**config.mk**
```make
export PLATFORM = sky130hd
export DESIGN_NAME = rcs_sqrt_cell
export DESIGN_NICKNAME = d
export VERILOG_FILES = /design/src/hw/rtl/raycast_column_ray_setup_top_assert.svh /design/src/hw/rtl/rcs_sqrt_cell.sv
export SDC_FILE = /design/constraint.sdc
export NUM_CORES = 1
export LEC_CHECK = 0
export ABC_AREA = 1
export BUFFER_PORTS_ARGS = -buffer_cell sky130_fd_sc_hd__buf_2
export CORE_MARGIN = 2
export CORE_UTILIZATION = 25
export DETAILED_ROUTE_END_ITERATION = 10
export GPL_ROUTABILITY_DRIVEN = 0
export PLACE_DENSITY = 0.53
export SLEW_MARGIN = 20
export SYNTH_ARGS = -nofsm -noshare
export SYNTH_HDL_FRONTEND = slang
export SYNTH_SLANG_ARGS = --single-unit
```
**constraint.sdc**
```tcl
create_clock -name clk -period 5.81 [get_ports clk]
set_clock_uncertainty 0.1 [all_clocks]
set_input_delay 1.162 -clock clk [delete_from_list [all_inputs] [get_ports clk]]
set_output_delay 1.162 -clock clk [all_outputs]
set_load 0.005 [all_outputs]
```
**src/hw/rtl/raycast_column_ray_setup_top_assert.svh**
```systemverilog
// Assertion macros for the raycast column ray setup block
`ifndef RAYCAST_COLUMN_RAY_SETUP_TOP_ASSERT_SVH
`define RAYCAST_COLUMN_RAY_SETUP_TOP_ASSERT_SVH
`ifndef ASSERT_OFF
`define RCS_ASSERT(label, ante, cons) \
  label: assert property (@(posedge clk) disable iff (!rst_n) (ante) |-> (cons)) \
    else $error("rcs assertion failed");
`define RCS_ASSERT_NXT(label, ante, cons) \
  label: assert property (@(posedge clk) disable iff (!rst_n) (ante) |=> (cons)) \
    else $error("rcs assertion failed");
`else
`define RCS_ASSERT(label, ante, cons)
`define RCS_ASSERT_NXT(label, ante, cons)
`endif
`endif

```
**src/hw/rtl/rcs_sqrt_cell.sv**
```systemverilog
// One digit step of an integer square root
`timescale 1ns / 1ps
module rcs_sqrt_cell #(
  parameter int QW = 22,
  parameter int PW = 44
) (
  input  logic              clk,
  input  logic              rst_n,
  input  logic              en,
  input  logic              in_valid,
  input  logic [QW+1:0]     in_rem,
  input  logic [2*QW-1:0]   in_num,
  input  logic [QW-1:0]     in_root,
  input  logic [PW-1:0]     in_pay,
  output logic              out_valid,
  output logic [QW+1:0]     out_rem,
  output logic [2*QW-1:0]   out_num,
  output logic [QW-1:0]     out_root,
  output logic [PW-1:0]     out_pay
);
  logic            valid_r;
  logic [QW+1:0]   rem_r, rem_nxt;
  logic [2*QW-1:0] num_r;
  logic [QW-1:0]   root_r, root_nxt;
  logic [PW-1:0]   pay_r;

  always_comb begin
    logic [QW+3:0] sh;
    logic [QW+3:0] t;
    logic          ge;
    sh       = {in_rem, in_num[2*QW-1:2*QW-2]};
    t        = {2'b00, in_root, 2'b01};
    ge       = (sh >= t);
    rem_nxt  = ge ? (QW+2)'(sh - t) : sh[QW+1:0];
    root_nxt = {in_root[QW-2:0], ge};
  end

  always_ff @(posedge clk) begin
    if (!rst_n) begin
      valid_r <= 1'b0;
    end else if (en) begin
      valid_r <= in_valid;
    end
  end

  always_ff @(posedge clk) begin
    if (en) begin
      rem_r  <= rem_nxt;
      num_r  <= in_num << 2;
      root_r <= root_nxt;
      pay_r  <= in_pay;
    end
  end

  assign out_valid = valid_r;
  assign out_rem   = rem_r;
  assign out_num   = num_r;
  assign out_root  = root_r;
  assign out_pay   = pay_r;
endmodule

```
==> parameters.txt, run 1 <==
Parameter                              Value

Status
  Status ... completed

Global route
  Vias in the first global route ... 4891
  Global-route wire length before repair ... 28000 um
  Largest net degree at the start of global routing ... 96
  Total congestion overflow ... 0
  Global router's overall resource usage ... 14.4%
  Antenna violations before repair ... 3

Critical path
  Worst Setup Path Type ... input pin to flip-flop
  Buffers & Inverters on Critical Path ... 3
  Cell repeated most along the worst path ... nand2_1
  Crit start category ... input pin
  R2R cell count ... 2
  Required time of the critical path ... 5.88 ns
  R2r startpoint ... out_valid
  Crit-path cells ... buf_2 > inv_1 > ha_1 > nand2_2 > inv_1 > nand2_1 > nand2_1 > nand2_1 > nand3_1 > a21oi_4 > nand3_4 > nand2_1 > nand2_1
  Worst reg2reg setup slack ... 5.04 ns
  Delay-heaviest family, CP ... simple AND/OR/NAND/NOR gates
  Maximum fanout along the worst path ... 25
  Crit Reg-Reg Endpoint ... out_valid
  Kind of end point of the critical path ... flip-flop
  CP Data Arrival Time ... 3.50 ns
  CP max stage cell ... a21oi_4
  Crit path largest cell delay ... 0.64 ns

CTS
  Count of hold buffers inserted by post-cts repair ... 0
  TritonCTS clock tree ... built
  CTS clock-pin slew for the worst setup and hold paths ... 0.06 ns
  Clock Tree Root ... clkbuf_16
  Quantity of gates resized following cts ... 0
  # Post-CTS Setup Buffers ... 0
  Clock sink count ... 133
  Bufs on Longest Clock Path ... 2
  Later-pin clock latency in the skew report ... 0.42 ns
  Deepest level of the CTS H-tree ... 4
  CTS Buf Count ... 17

Pwr
  Cell leakage power ... 0.00427 uW
  Power Dens Cells ... 310 mW/mm2
  Max VDD drop ... 164 uV

Floorplan
  Core region area ... 0.0250 mm2
  Chip Width ... 163 um
  DIE AREA ... 0.0265 mm2
  Die Y-Extent ... 163 um
  Number of rows in the core area ... 58
  Boundary Pins ... 273
  Initial Util ... 25.3%

STA
  Slew of the pin with the lowest slew margin ... 0.884 ns
  Final min period ... 3.42 ns
  Final setup fails ... 0
  Unrepaired setup endpoints after global routing ... no
  Max Freq ... 292 MHz
  Worst Hold Margin ... 0.455 ns
  Final hold violations ... 0
  Post-route clock period utilization ... 58.9%
  Tightest slew margin relative to the limit ... 41.0%
  Post-Route Setup TNS ... 0 ns
  Number of pins with negative max-slew slack in the final report ... 0

Synthesis
  YS warnings ... 0
  Register area share after synthesis ... 63.2%
  Number of standard cells after synthesis ... 622
  Main flop type after synthesis ... edfxtp_1
  Ys async rst share ... 0%
  Number of distinct library cells after synthesis ... 26
  Number of enable flip-flop cells after synthesis ... 132
  Area of the mapped netlist ... 0.00631 mm2
  Synthesized flop and latch total ... 133
  Syn avg cell area ... 10.1 um2

Worst hold path
  Hold Startpoint ... out_valid
  Worst Hold Path EP ... out_valid
  Worst hold path stage count ... 2
  Classification of the worst-slack hold path ... flip-flop to flip-flop

Drt
  Number of design-rule violations left by the first detailed-router iteration ... 321
  WL/cell ... 15.5 um
  Routed Antenna Nets ... 0
  DRC violations left ... 0
  Via count ... 5050
  Average via count per standard cell ... 4.05
  Number of iterations in the first detailed-routing pass ... 4
  Final routed wirelength across all metal layers ... 19400 um
  Met1 wire length ... 7530 um
  Met2 Wirelength ... 10100 um
  Routed wl met3 ... 1550 um
  Max layer used ... met5

Placed design
  Count of input and output buffers ... 270
  HPWL reported at the end of detailed placement ... 15100 um
  Post-detailed-placement cell area ... 0.00802 mm2
  # placed instances ... 1214

Final layout
  Final Instance Count excl. Fillers ... 1248
  Final-layout fill cell count ... 2627
  P&R area growth vs syn ... 36.7%
  Total non-filler cell area in the finished layout ... 0.00862 mm2
  Proportion of layout cells with a drive suffix above 1 ... 33.8%
  Final nets ... 1065

Run
  Max-cap viol count ... 0
## Yosys cell counts, types with 2 or more instances
cell type	n	area share, %
a21oi_1	11	0.87
buf_2	6	0.48
buf_4	2	0.24
buf_6	2	0.36
edfxtp_1	132	63
ha_1	24	4.8
inv_1	114	6.8
nand2_1	220	13
nand2_2	2	0.20
nand3_1	22	1.7
nand3_4	2	0.56
nand3b_1	2	0.24
nand4_1	30	3.0
nor2_1	31	1.8
o21ai_0	2	0.16
xor2_1	10	1.4
## layer usage
metal | vias to the layer above | track usage [%]
li1 | 2594 | -
met1 | 2251 | 15.4
met2 | 191 | 26.9
met3 | 12 | 4.91
met4 | 2 | 3.66
met5 | - | 0
## logic make-up after synthesis
family | synth area share [%]
simple gates | 21.3
flops | 63.2
buf+inv | 7.91
fa+ha+maj | 4.76
compound gates | 1.29
xor+xnor | 1.53
other cells | 0.0595
## metrics by stage
step | total power (uW) | utilization, % | worst slack (ns)
6_report | 2680 | 34.5 | 2.39
5_1_grt | 2820 | 34.5 | 2.12
4_1_cts | 2730 | 34.5 | 2.34
3_5_place_dp | 1600 | 32.1 | 1.89
3_3_place_gp | 1600 | 32.1 | 1.94
2_1_floorplan | 1390 | - | 2.98
## cell usage in the layout (no fill, tap or decap), types with 2 or more instances in the layout
cell type     n
clkinvlp_4    2
diode_2       2
inv_6         6
nor2_1       31
bufinv_16     2
clkbuf_16    17
ha_1         24
nand3b_1      2
conb_1        2
inv_8         2
nand2_2       2
o21ai_0       2
buf_2       269
nand2_1     220
edfxtp_1    132
nand3_1      22
nand3_4       2
inv_1       114
a21oi_1      11
nand4_1      30
xor2_1       10
## worst max path at each step
stage / to / depth (start not counted) / slack [ns] / startpoint
after floorplan: out_rem[19] / 13 / 2.98 / in_root[10]
after global placement: out_rem[17] / 13 / 1.94 / in_root[18]
after detailed placement: out_rem[19] / 13 / 1.89 / in_root[18]
after CTS: out_rem[19] / 13 / 2.34 / in_root[18]
after global routing: out_rem[18] / 13 / 2.12 / in_root[18]
final: out_rem[19] / 13 / 2.39 / in_root[18]
## cell type report
class / count / area (um2) / area share [%]
Antenna cell: 2 / 5.00 / 0.0581
Clock buffer: 18 / 429 / 4.98
Clock inverter: 14 / 164 / 1.90
Inverter: 115 / 432 / 5.01
Multi-Input combinational cell: 365 / 1830 / 21.2
Sequential cell: 133 / 3980 / 46.2
Tap cell: 330 / 413 / 4.79
Timing Repair Buffer: 271 / 1370 / 15.8
## tightest hold or removal path, delay by kind of cell, from the launching register on
| family | cells | cell delay [ns] |
|---|---|---|
| flip-flops | 1 | 0.31 |
| AO/OA/AOI/OAI | 2 | 0.20 |
## power breakdown
group	switching [uW]	leakage [uW]	internal (uW)
Sequential	22.3	0.00130	1160
Clock	458	0.000287	646
Combinational	230	0.00268	159
Total	710	0.00427	1970
## state kept, by name, summed over array words and instances (netlist names)
| register | cells |
|---|---|
| out_rem | 24 |
| out_valid | 1 |
| out_pay | 44 |
| out_root | 22 |
| out_num | 42 |
Power figures use the tool's default switching activity.
==> inputs of run 2 (changes only) <==
--- a/config.mk
+++ b/config.mk
@@ -5,7 +5,7 @@
 export SDC_FILE = /design/constraint.sdc
 export NUM_CORES = 1
 export LEC_CHECK = 0
-export ABC_AREA = 1
+export ABC_AREA = 0
 export BUFFER_PORTS_ARGS = -buffer_cell sky130_fd_sc_hd__buf_2
 export CORE_MARGIN = 2
 export CORE_UTILIZATION = 25
==> constraint.sdc (replaced) <==
create_clock -name clk -period 3.5 [get_ports clk]
set_clock_uncertainty 0.1 [all_clocks]
set_input_delay 0.7 -clock clk [delete_from_list [all_inputs] [get_ports clk]]
set_output_delay 0.7 -clock clk [all_outputs]
set_load 0.005 [all_outputs]
==> parameters.txt, run 2 <==
Parameter                              Value

Status
  Status ... completed

Final layout
  Final-layout fill cell count ... 2287
  Most frequent standard cell in the layout excluding fill and tap cells ... buf_2
  Most frequent cells in the layout ... buf_2, edfxtp_1, inv_1
  Proportion of layout cells with a drive suffix above 1 ... 49.2%
  Antenna diode instance count ... 0
  P&R area growth vs syn ... 41.0%
  Largest register FFs ... 44
  Final nets ... 829
  Footprint of the multi-input gates ... 0.00167 mm2
  FF+latch area ... 0.00398 mm2

Drt
  DRC violations left ... 0
  Number of design-rule violations left by the first detailed-router iteration ... 267
  Routed Antenna Nets ... 0
  Number of iterations in the first detailed-routing pass ... 5
  Via count ... 4255
  Final routed wirelength across all metal layers ... 17400 um
  WL/cell ... 17.5 um
  Average via count per standard cell ... 4.29

Floorplan
  Number of rows in the core area ... 55
  DIE AREA ... 0.0245 mm2
  Boundary Pins ... 273
  Chip Width ... 157 um
  Die Y-Extent ... 157 um
  Initial Util ... 25.6%
  Core region area ... 0.0228 mm2

Global route
  Antenna violations before repair ... 1
  Total congestion overflow ... 0
  Vias in the first global route ... 4235
  Global router's overall resource usage ... 13.7%
  Largest net degree at the start of global routing ... 51
  Global-route wire length before repair ... 24800 um

Critical path
  CP Data Arrival Time ... 2.99 ns
  Crit start category ... input pin
  Worst Setup Path Type ... input pin to flip-flop
  Required time of the critical path ... 3.56 ns
  Maximum fanout along the worst path ... 16
  Kind of end point of the critical path ... flip-flop

Placed design
  HPWL reported at the end of detailed placement ... 13500 um
  Count of input and output buffers ... 270
  Placement-stage worst setup slack ... 0.153 ns

CTS
  Clock Tree Root ... clkbuf_16
  Later-pin clock latency in the skew report ... 0.41 ns
  # Post-CTS Setup Buffers ... 0
  Count of hold buffers inserted by post-cts repair ... 0
  Clock sink count ... 133
  TritonCTS clock tree ... built
  Quantity of gates resized following cts ... 0
  CTS Buf Count ... 17
  Deepest level of the CTS H-tree ... 4
  Bufs on Longest Clock Path ... 2
  CTS clock-pin slew for the worst setup and hold paths ... 0.06 ns

Synthesis
  Number of enable flip-flop cells after synthesis ... 132
  Register area share after synthesis ... 68.4%
  Synth cell count leaders ... edfxtp_1, inv_1, ha_1, a21oi_1, nand2_1
  Number of distinct library cells after synthesis ... 54
  Top-count cell post-synth ... edfxtp_1
  YS warnings ... 0
  Area of the mapped netlist ... 0.00583 mm2
  Synthesized flop and latch total ... 133
  Ys async rst share ... 0%
  Synth area leader ... edfxtp_1
  Largest cells by area after synthesis ... edfxtp_1, ha_1, mux2_4
  Syn avg cell area ... 15.4 um2
  Area share of the largest cell type after synthesis ... 68.0%
  Number of standard cells after synthesis ... 378
  Main flop type after synthesis ... edfxtp_1

STA
  Final setup fails ... 0
  Tightest slew margin relative to the limit ... 66.0%
  Max Freq ... 341 MHz
  Post-route clock period utilization ... 83.7%
  Slew of the pin with the lowest slew margin ... 0.509 ns
  Unrepaired setup endpoints after global routing ... no
  Final hold violations ... 0
  Minimum setup slack in the final design ... 0.569 ns
  Final min period ... 2.93 ns
  Number of pins with negative max-slew slack in the final report ... 0
  Post-Route Setup TNS ... 0 ns

Worst hold path
  Classification of the worst-slack hold path ... input pin to flip-flop

Pwr
  Power Dens Cells ... 543 mW/mm2
  Max VDD drop ... 268 uV
  Cell leakage power ... 0.00359 uW

Run
  Max-cap viol count ... 0
-- run 2: area by class of cell --
type	count	share of cell area, %
Clock buffer	17	5.18
Clock inverter	14	2.01
Tap cell	313	4.77
Multi-Input combinational cell	206	20.4
Sequential cell	133	48.5
Inverter	30	1.37
Timing Repair Buffer	279	17.8
-- run 2: cells by family (layout without fill, tap and decap cells) --
logic type	after synthesis	after routing	share of synthesized area (%)
other	1	2	0.0644
flip-flops	133	133	68.4
adder cells (fa/ha/maj)	24	24	5.15
XOR/XNOR	20	20	3.01
multiplexers	25	25	5.63
AND/OR/NAND/NOR	57	57	5.00
buffers and inverters	40	340	2.99
AO/OA/AOI/OAI	78	78	9.77
-- run 2: critical path, cell delays in order --
cell and delay [ns]:
buf_2 0.11, ha_1 0.37, a21oi_1 0.35, o211a_1 0.21
a211oi_1 0.07, o31ai_2 0.22, nand2_2 0.12, a31oi_4 0.26
buf_12 0.21, mux2_2 0.35
-- run 2: final timing paths --
check	cells after the start	slack [ns]	startpoint	to
min	1	0.36	in_num[37]	out_num[39]
max	10	0.57	in_rem[9]	out_rem[3]
min reg2reg	2	0.42	out_valid	out_valid
max reg2reg	2	2.81	out_valid	out_valid
-- run 2: report_power, final --
group | internal [uW] | switching (uW) | total [uW]
Combinational | 335 | 348 | 683
Clock | 1070 | 742 | 1810
Sequential | 1930 | 39.6 | 1970
-- run 2: layer usage --
| layer | track usage (%) | routed length (um) |
|---|---|---|
| met4 | 4.81 | 229 |
| met1 | 15.1 | 6760 |
| met3 | 4.32 | 1380 |
| met5 | 0 | 13 |
| met2 | 24.9 | 9010 |
-- run 2: stage by stage --
step | hold slack (ns) | instance area (um2) | power (uW) | utilization, % | cells
floorplan | 0.407 | 5830 | 2330 | - | 379
global placement | 0.399 | 7620 | 2690 | 33.5 | 961
detailed placement | 0.414 | 7620 | 2690 | 33.5 | 961
CTS | 0.334 | 8210 | 4540 | 36.1 | 992
global route | 0.330 | 8210 | 4670 | 36.1 | 992
finish | 0.356 | 8210 | 4460 | 36.1 | 992
