### src/hw/rtl/raycast_column_ray_setup_top_assert.svh
// Assertion macros for the raycast column ray setup block
`ifndef RAYCAST_COLUMN_RAY_SETUP_TOP_ASSERT_SVH
`define RAYCAST_COLUMN_RAY_SETUP_TOP_ASSERT_SVH
`ifndef ASSERT_OFF
`define RCS_ASSERT(label, ante, cons) \
  label: assert property (@(posedge clk) disable iff (!rst_n) (ante) |-> (cons)) \
    else $error("rcs assertion failed");
`define RCS_ASSERT_NXT(label, ante, cons) \
  label: assert property (@(posedge clk) disable iff (!rst_n) (ante) |=> (cons)) \
    else $error("rcs assertion failed");
`else
`define RCS_ASSERT(label, ante, cons)
`define RCS_ASSERT_NXT(label, ante, cons)
`endif
`endif

### src/hw/rtl/rcs_div_cell.sv
// One restoring division step for an x and a y lane
`timescale 1ns / 1ps
module rcs_div_cell #(
  parameter int DW = 13,
  parameter int NW = 32,
  parameter int QW = 32,
  parameter int PW = 2
) (
  input  logic                clk,
  input  logic                rst_n,
  input  logic                en,
  input  logic                in_valid,
  input  logic [1:0][DW-1:0]  in_rem,
  input  logic [1:0][NW-1:0]  in_num,
  input  logic [1:0][QW-1:0]  in_quo,
  input  logic [1:0][DW-1:0]  in_div,
  input  logic [PW-1:0]       in_pay,
  output logic                out_valid,
  output logic [1:0][DW-1:0]  out_rem,
  output logic [1:0][NW-1:0]  out_num,
  output logic [1:0][QW-1:0]  out_quo,
  output logic [1:0][DW-1:0]  out_div,
  output logic [PW-1:0]       out_pay
);
  logic              valid_r;
  logic [1:0][DW-1:0] rem_r, rem_nxt, div_r;
  logic [1:0][NW-1:0] num_r, num_nxt;
  logic [1:0][QW-1:0] quo_r, quo_nxt;
  logic [PW-1:0]     pay_r;

  always_comb begin
    logic [DW:0] sh;
    logic [DW:0] dv;
    logic        ge;
    for (int l = 0; l < 2; l++) begin
      sh         = {in_rem[l], in_num[l][NW-1]};
      dv         = {1'b0, in_div[l]};
      ge         = (sh >= dv);
      rem_nxt[l] = ge ? DW'(sh - dv) : sh[DW-1:0];
      num_nxt[l] = in_num[l] << 1;
      quo_nxt[l] = {in_quo[l][QW-2:0], ge};
    end
  end

  always_ff @(posedge clk) begin
    if (!rst_n) begin
      valid_r <= 1'b0;
    end else if (en) begin
      valid_r <= in_valid;
    end
  end

  always_ff @(posedge clk) begin
    if (en) begin
      rem_r <= rem_nxt;
      num_r <= num_nxt;
      quo_r <= quo_nxt;
      div_r <= in_div;
      pay_r <= in_pay;
    end
  end

  assign out_valid = valid_r;
  assign out_rem   = rem_r;
  assign out_num   = num_r;
  assign out_quo   = quo_r;
  assign out_div   = div_r;
  assign out_pay   = pay_r;
endmodule

### config.mk
export PLATFORM = sky130hd
export DESIGN_NAME = rcs_div_cell
export DESIGN_NICKNAME = d
export VERILOG_FILES = /design/src/hw/rtl/raycast_column_ray_setup_top_assert.svh /design/src/hw/rtl/rcs_div_cell.sv
export SDC_FILE = /design/constraint.sdc
export NUM_CORES = 1
export LEC_CHECK = 0
export BUFFER_PORTS_ARGS = -buffer_cell sky130_fd_sc_hd__buf_4
export CAP_MARGIN = 20
export CORE_MARGIN = 5
export CORE_UTILIZATION = 30
export CTS_CLUSTER_DIAMETER = 150
export CTS_CLUSTER_SIZE = 20
export DETAILED_ROUTE_END_ITERATION = 7
export SYNTH_ARGS = -nofsm -noshare
export SYNTH_HDL_FRONTEND = slang
export SYNTH_SLANG_ARGS = --single-unit
### constraint.sdc
create_clock -name clk -period 6.95 [get_ports clk]
set_input_delay 0.3475 -clock clk [delete_from_list [all_inputs] [get_ports clk]]
set_output_delay 0.3475 -clock clk [all_outputs]
set_load 0.02 [all_outputs]
==> results by group, run 1 <==
Job
  • Max cap viols: 0

Finish
  • Layout area overhead: 51.6%
  • Most common cell after layout, fill and taps aside: buf_4
  • Final-stage net count: 1021
  • Most frequent cells in the layout: buf_4 (364), edfxtp_1 (180), inv_1 (33)
  • Layout cells sized above 1: 0.513
  • Filler Cell Count: 2153
  • Diodes inserted: 0
  • Final core utilization: 0.464

Critical path
  • Crit Path Max Fanout: 8
  • Reg-to-reg critical path startpoint: out_valid
  • CP delay by family, top: compound AO/OA/AOI/OAI gates
  • CP Class: in -> reg
  • CP endpoint kind: register
  • Reg-to-reg endpoint: out_valid
  • Crit. path cell count: 11
  • Crit path to: out_rem[7]
  • Startpoint types: input pin
  • Crit-path most repeated cell: inv_1
  • WP buf/inv: 4
  • CP cell instances: buf_4 > inv_1 > ha_1 > inv_1 > fa_1 > a211oi_1 > o21ai_0 > a21oi_1 > o21a_1 > inv_4 > mux2_2
  • Crit path from: in_num[31]
  • Critical path arrival: 3010 ps
  • Register-to-Register Setup Slack: 6360 ps
  • Cell count of the worst reg-to-reg path: 2
  • Slowest cell on crit path: fa_1
  • Worst EP required: 7120 ps
  • Crit-path max cell delay: 440 ps

Clock network
  • Root buffer cell: clkbuf_16
  • Skew-Pair Late Insertion Delay: 430 ps
  • Clock transition at path regs: 80 ps
  • Deepest clock path buffer count: 2
  • CTS tree: done
  • H-tree depth: 4
  • Sinks on Clock Net: 181
  • Setup Buffers After CTS: 0
  • CTS buffer count: 17
  • PostCTS Resize Cnt: 0
  • # hold bufs at CTS: 0

STA
  • Slew @ Worst Pin: 1010 ps
  • Rel. slew slack: 0.323
  • Period utilisation layout: 0.408
  • Worst setup margin: 4110 ps
  • Period minus WS final: 2840 ps
  • Final number of max-transition violations: 0
  • Final Skew: 0 ps
  • Max Fclk: 0.352 GHz
  • Hold Slack: 89.7 ps
  • Unrepaired setup endpoints after global routing: false
  • Fin. Hold Viols: 0
  • Setup TNS: 0 ps
  • Final setup vio count: 0

Pwr
  • Peak VDD IR: 0.000115 V
  • Static leakage power: 0.00467 uW
  • Pwr/cell area: 265 nW/um^2

GRT
  • Most used routing layer: met2
  • Gr usage total: 0.148
  • Global-route wire length before repair: 30.2 mm
  • GR Layer Usage met2: 0.255
  • Initial antenna violation count: 0
  • GR Util met1: 0.173
  • Vias in the first global route: 5064
  • Met3 Track Usage GR: 0.0571
  • Total grt overflow: 0
  • Largest net degree at the start of global routing: 121

Synth
  • Yosys top cell area share: 0.747
  • Post-Synth Simple-Gate Area: 0.0427
  • Synth Instances: 428
  • Register bit total from synthesis: 181
  • Top cells by area, synth: edfxtp_1 (75%), ha_1 (4.5%), inv_1 (1.7%)
  • Post-synthesis mux area share: 0.0361
  • Cell variety after synth: 50
  • Post-synth ARST share: 0
  • XOR/XNOR share of the synthesized area: 0.0169
  • Compound-Gate Fraction of Synth Area: 0.0782
  • Leading area contributor after synthesis: edfxtp_1
  • Most used DFF post-synth: edfxtp_1
  • Post-synth EDFFs: 180
  • Main combinational cell family by area after synthesis: compound AO/OA/AOI/OAI gates
  • Adder-Cell Fraction of Synth Area: 0.0505
  • Yosys Warn Count: 0
  • Synthesized area: 7230 um^2
  • Post-Syn Area per Cell: 16.9 um^2
  • Post-synthesis sequential area ratio: 0.750

Route
  • Via density: 4.44
  • Initial DRC Count: 278
  • Drt first pass iters: 4
  • Average wire per standard cell: 18.7 um
  • Routed Antenna Nets: 0
  • Detailed-route via count: 5057
  • Number of remaining DRC errors: 0
  • Drt total wl: 21.3 mm

Floorplan
  • Die height: 165 um
  • Core ar.: 23600 um^2
  • Die width: 165 um
  • Die area: 27300 um^2
  • Row count: 56
  • I/O pin count: 369
  • Initial core utilization: 0.306

Placement
  • Number of I/O port buffers: 364
  • Post-DP HPWL: 16.8 mm
  • Setup WS pre-CTS: 3660 ps
  • Final RePlAce weighted congestion: 0.804

Outcome
  • Status: complete, no violations

Min path
  • Worst Hold Class: in -> reg
  • Hold depth: 1
-- per-layer routing --
layer / vias up / part of all wire
met4: 0 / 0.015
met2: 217 / 0.50
met3: 19 / 0.11
li1: 2404 / -
met5: - / 0
met1: 2417 / 0.38
-- report_power, final --
group | internal (uW) | switching [uW] | total, uW
clock | 497 | 497 | 994
combinational | 264 | 310 | 574
sequential | 1320 | 26.2 | 1340
total | 2080 | 832 | 2910
-- cell usage after synthesis, drive strengths merged, types with 2 or more instances --
| master | instances |
|---|---|
| o2111ai | 2 |
| nor2 | 13 |
| buf | 5 |
| a21boi | 2 |
| xnor2 | 9 |
| o211ai | 10 |
| o31ai | 6 |
| nand4 | 3 |
| o31a | 2 |
| or3 | 3 |
| a21o | 5 |
| a21oi | 20 |
| nor4 | 2 |
| nor3 | 5 |
| fa | 2 |
| ha | 26 |
| mux2i | 4 |
| nor3b | 2 |
| nand2b | 2 |
| a2111oi | 2 |
| a211oi | 4 |
| edfxtp | 180 |
| and3b | 2 |
| mux2 | 17 |
| o21ai | 14 |
| nand2 | 17 |
| o21bai | 2 |
| nor2b | 2 |
| o21a | 5 |
| inv | 35 |
| xor2 | 5 |
| nand3 | 8 |
-- worst min-delay path by stage --
stage	end	from	slack (ps)
6_report	out_num[63]	in_num[62]	90
5_1_grt	out_quo[25]	in_quo[24]	60
4_1_cts	out_quo[25]	in_quo[24]	60
3_5_place_dp	out_valid	out_valid	510
3_3_place_gp	out_valid	out_valid	500
2_1_floorplan	out_div[0]	in_div[0]	450
-- layout make-up --
cell class,instances,area [um^2],area share
clock inverters,15,198,0.0180
flip-flops and latches,181,5430,0.495
repair buffers,365,2750,0.250
multi-input cells,207,1630,0.149
clock buffers,17,425,0.0388
inverters,35,139,0.0127
well taps,319,399,0.0364
-- per-stage QoR --
| stage | area [um^2] | std cells | power (uW) |
|---|---|---|---|
| floorplan | 7240 | 429 | 1650 |
| global placement | 10300 | 1107 | 1940 |
| detailed placement | 10300 | 1107 | 1950 |
| CTS | 11000 | 1139 | 2960 |
| global route | 11000 | 1139 | 3050 |
| finish | 11000 | 1139 | 2910 |
-- flip-flops by register name, indices dropped and copies added (netlist names) --
name	count
out_valid	1
out_pay	2
out_div	26
out_num	62
out_quo	64
out_rem	26
-- kinds of logic after synthesis --
group                    Yosys count
XOR/XNOR                          14
AO/OA/AOI/OAI                     80
multiplexers                      21
AND/OR/NAND/NOR                   62
buffers and inverters             41
flip-flops                       181
adder cells (fa/ha/maj)           28
other                              1
No activity file was read; power rests on OpenSTA's default activity.
==> inputs of run 2 (changes only) <==
ABC_AREA = 1   (was not set)
clock period = 2.58 ns   (was 6.95 ns; I/O delays follow)
==> run 2 against run 1 <==
  * Synthesized cell count rose by 44%
  * Sequential power rose to 2.7 times the previous value
  * Utilization rose by 4.3 points
  * Combinational power rose to 3.2 times the previous value
  * Clock skew did not move
  * Critical path type unchanged
  * Highest routed layer unchanged
==> results by group, run 2 <==
Clock network
  • PostCTS Resize Cnt: 0
  • Deepest clock path buffer count: 2
  • H-tree depth: 4
  • CTS tree: done
  • Root buffer cell: clkbuf_16
  • Skew-Pair Late Insertion Delay: 430 ps
  • CTS buffer count: 17
  • Sinks on Clock Net: 181
  • Clock transition at path regs: 80 ps

Pwr
  • Pwr Total: 8050 uW
  • Static leakage power: 0.00606 uW
  • Peak VDD IR: 0.000428 V
  • Pwr/cell area: 612 nW/um^2

STA
  • Period utilisation layout: 0.907
  • Slew @ Worst Pin: 568 ps
  • Setup TNS: 0 ps
  • Unrepaired setup endpoints after global routing: false
  • Rel. slew slack: 0.621
  • Period minus WS final: 2340 ps
  • Fin. Hold Viols: 0
  • Max Fclk: 0.427 GHz
  • Final setup vio count: 0
  • Final Skew: 0 ps
  • Final number of max-transition violations: 0

Synth
  • Post-Synth Simple-Gate Area: 0.156
  • Yosys top cell area share: 0.688
  • Most used DFF post-synth: edfxtp_1
  • Main combinational cell family by area after synthesis: simple AND/OR/NAND/NOR gates
  • Post-synth ARST share: 0
  • Compound-Gate Fraction of Synth Area: 0.0272
  • Top cells by count, synth: edfxtp_1 (180), nand2_1 (140), inv_1 (109), ha_1 (26), nand3_1 (24)
  • Adder-Cell Fraction of Synth Area: 0.0465
  • Post-synth EDFFs: 180
  • Synth Instances: 616
  • Yosys Warn Count: 0
  • Post-synthesis mux area share: 0
  • Top cells by area, synth: edfxtp_1 (69%), nand2_1 (6.7%), inv_1 (5.2%)
  • XOR/XNOR share of the synthesized area: 0.0123
  • Count leader, synth: edfxtp_1
  • Post-Syn Area per Cell: 12.8 um^2
  • Synthesized area: 7860 um^2
  • Cell variety after synth: 29
  • Leading area contributor after synthesis: edfxtp_1
  • Post-synthesis sequential area ratio: 0.691
  • Register bit total from synthesis: 181

Critical path
  • Startpoint types: input pin
  • Reg-to-reg critical path startpoint: out_valid
  • CP Class: in -> reg
  • Register-to-Register Setup Slack: 1330 ps
  • CP endpoint kind: register
  • Cell count of the worst reg-to-reg path: 3
  • Worst EP required: 2750 ps
  • Reg-to-reg endpoint: out_valid
  • Critical path arrival: 2510 ps
  • Crit Path Max Fanout: 21

Min path
  • Worst Hold Class: in -> reg
  • Hold depth: 3
  • Worst Hold End: out_rem[15]
  • Hold path startpoint: in_rem[14]

Finish
  • Sequential cell area: 5430 um^2
  • Layout area overhead: 67.4%
  • Most frequent cells in the layout: buf_4 (367), edfxtp_1 (180), dlygate4sd3_1 (154)
  • Final-stage net count: 1368
  • Diodes inserted: 0
  • Area occupied by multi-input gates: 1910 um^2
  • Layout cells sized above 1: 0.404
  • Max FFs per register: 64
  • Filler Cell Count: 2275
  • Most common cell after layout, fill and taps aside: buf_4

Route
  • Average wire per standard cell: 16.4 um
  • Via density: 4.24
  • Drt first pass iters: 4
  • Number of remaining DRC errors: 0
  • Detailed-route via count: 6362
  • Initial DRC Count: 321
  • Drt total wl: 24.7 mm
  • Routed Antenna Nets: 0

GRT
  • Largest net degree at the start of global routing: 59
  • Total grt overflow: 0
  • Vias in the first global route: 6637
  • Global-route wire length before repair: 36.2 mm
  • Initial antenna violation count: 0
  • Gr usage total: 0.158

Placement
  • Post-DP HPWL: 18.5 mm
  • Number of I/O port buffers: 364
  • Final RePlAce weighted congestion: 0.829

Outcome
  • Status: complete, no violations

Floorplan
  • Die area: 29500 um^2
  • Die height: 172 um
  • Die width: 172 um
  • Core ar.: 25900 um^2
  • Row count: 59
  • I/O pin count: 369
  • Initial core utilization: 0.303

Job
  • Max cap viols: 0
## run 2: changes by cell type after synthesis, moves of 9 or more
cell | before | now
nand2_1 | 17 | 140
mux2_2 | 9 | 0
o21ai_2 | 0 | 15
nand3_1 | 8 | 24
o21ai_0 | 14 | 1
a21oi_1 | 20 | 9
nand4_1 | 3 | 21
inv_1 | 33 | 109
xnor2_1 | 9 | 0
nand2_2 | 0 | 22
o211ai_1 | 10 | 0
## run 2: worst max-delay path by stage
stage	start	end	slack (ps)	depth (start not counted)
2_1_floorplan	in_num[63]	out_rem[14]	750	13
3_3_place_gp	in_num[63]	out_rem[13]	290	13
3_5_place_dp	in_num[63]	out_rem[13]	230	13
4_1_cts	in_div[13]	out_rem[13]	250	13
5_1_grt	in_div[13]	out_rem[13]	60	13
6_report	in_div[13]	out_rem[13]	240	13
## run 2: metal layers
| metal | vias up | GRT usage | part of all wire |
|---|---|---|---|
| met5 | - | 0 | 0 |
| met4 | 0 | 0.0485 | 0.019 |
| met3 | 26 | 0.0368 | 0.078 |
| met2 | 232 | 0.280 | 0.50 |
| met1 | 2958 | 0.192 | 0.40 |
| li1 | 3146 | - | - |
## run 2: critical path, stage by stage
cell and delay, ps:
dlygate4sd3_1 540, buf_4 120, ha_1 130, inv_1 80
fa_1 440, nand2_1 100, nand2_1 70, nand3_1 70
nand2_1 110, nand2_4 140, nand3_4 310, nand2_1 190
o21ai_2 60
## run 2: final cells by class
class                           instances  share of cell area
Clock buffer                           18              0.0334
Clock inverter                         14              0.0116
Inverter                              115              0.0328
Multi-Input combinational cell        314               0.145
Sequential cell                       181               0.413
Tap cell                              335              0.0319
Timing Repair Buffer                  525               0.332
## run 2: power breakdown
group	internal (uW)	total, uW	switching, uW
registers	3540	3610	77.0
logic	842	1820	981
clock network	1330	2610	1280
total	5710	8050	2340
## run 2: cell families (layout without fill, tap and decap cells)
group,Yosys count,after routing
xor+xnor,11,11
other cells,1,2
flops,181,181
buf+inv,122,672
fa+ha+maj,28,28
simple gates,246,246
compound gates,27,27
## run 2: stage by stage
step	setup slack (ps)	hold WS, ps	cells	util	instance area (um^2)
floorplan	751	222	617	-	7860
global placement	290	307	1316	0.425	11000
detailed placement	230	308	1316	0.425	11000
CTS	248	23.9	1502	0.507	13100
global route	59.7	29.6	1502	0.507	13100
finish	239	35.6	1502	0.507	13100
## run 2: timing repair
| action | in CTS | in global routing |
|---|---|---|
| hold endpoints to repair | 153 | 0 |
| hold buffers | 154 | 0 |
| setup buffers | 0 | 0 |
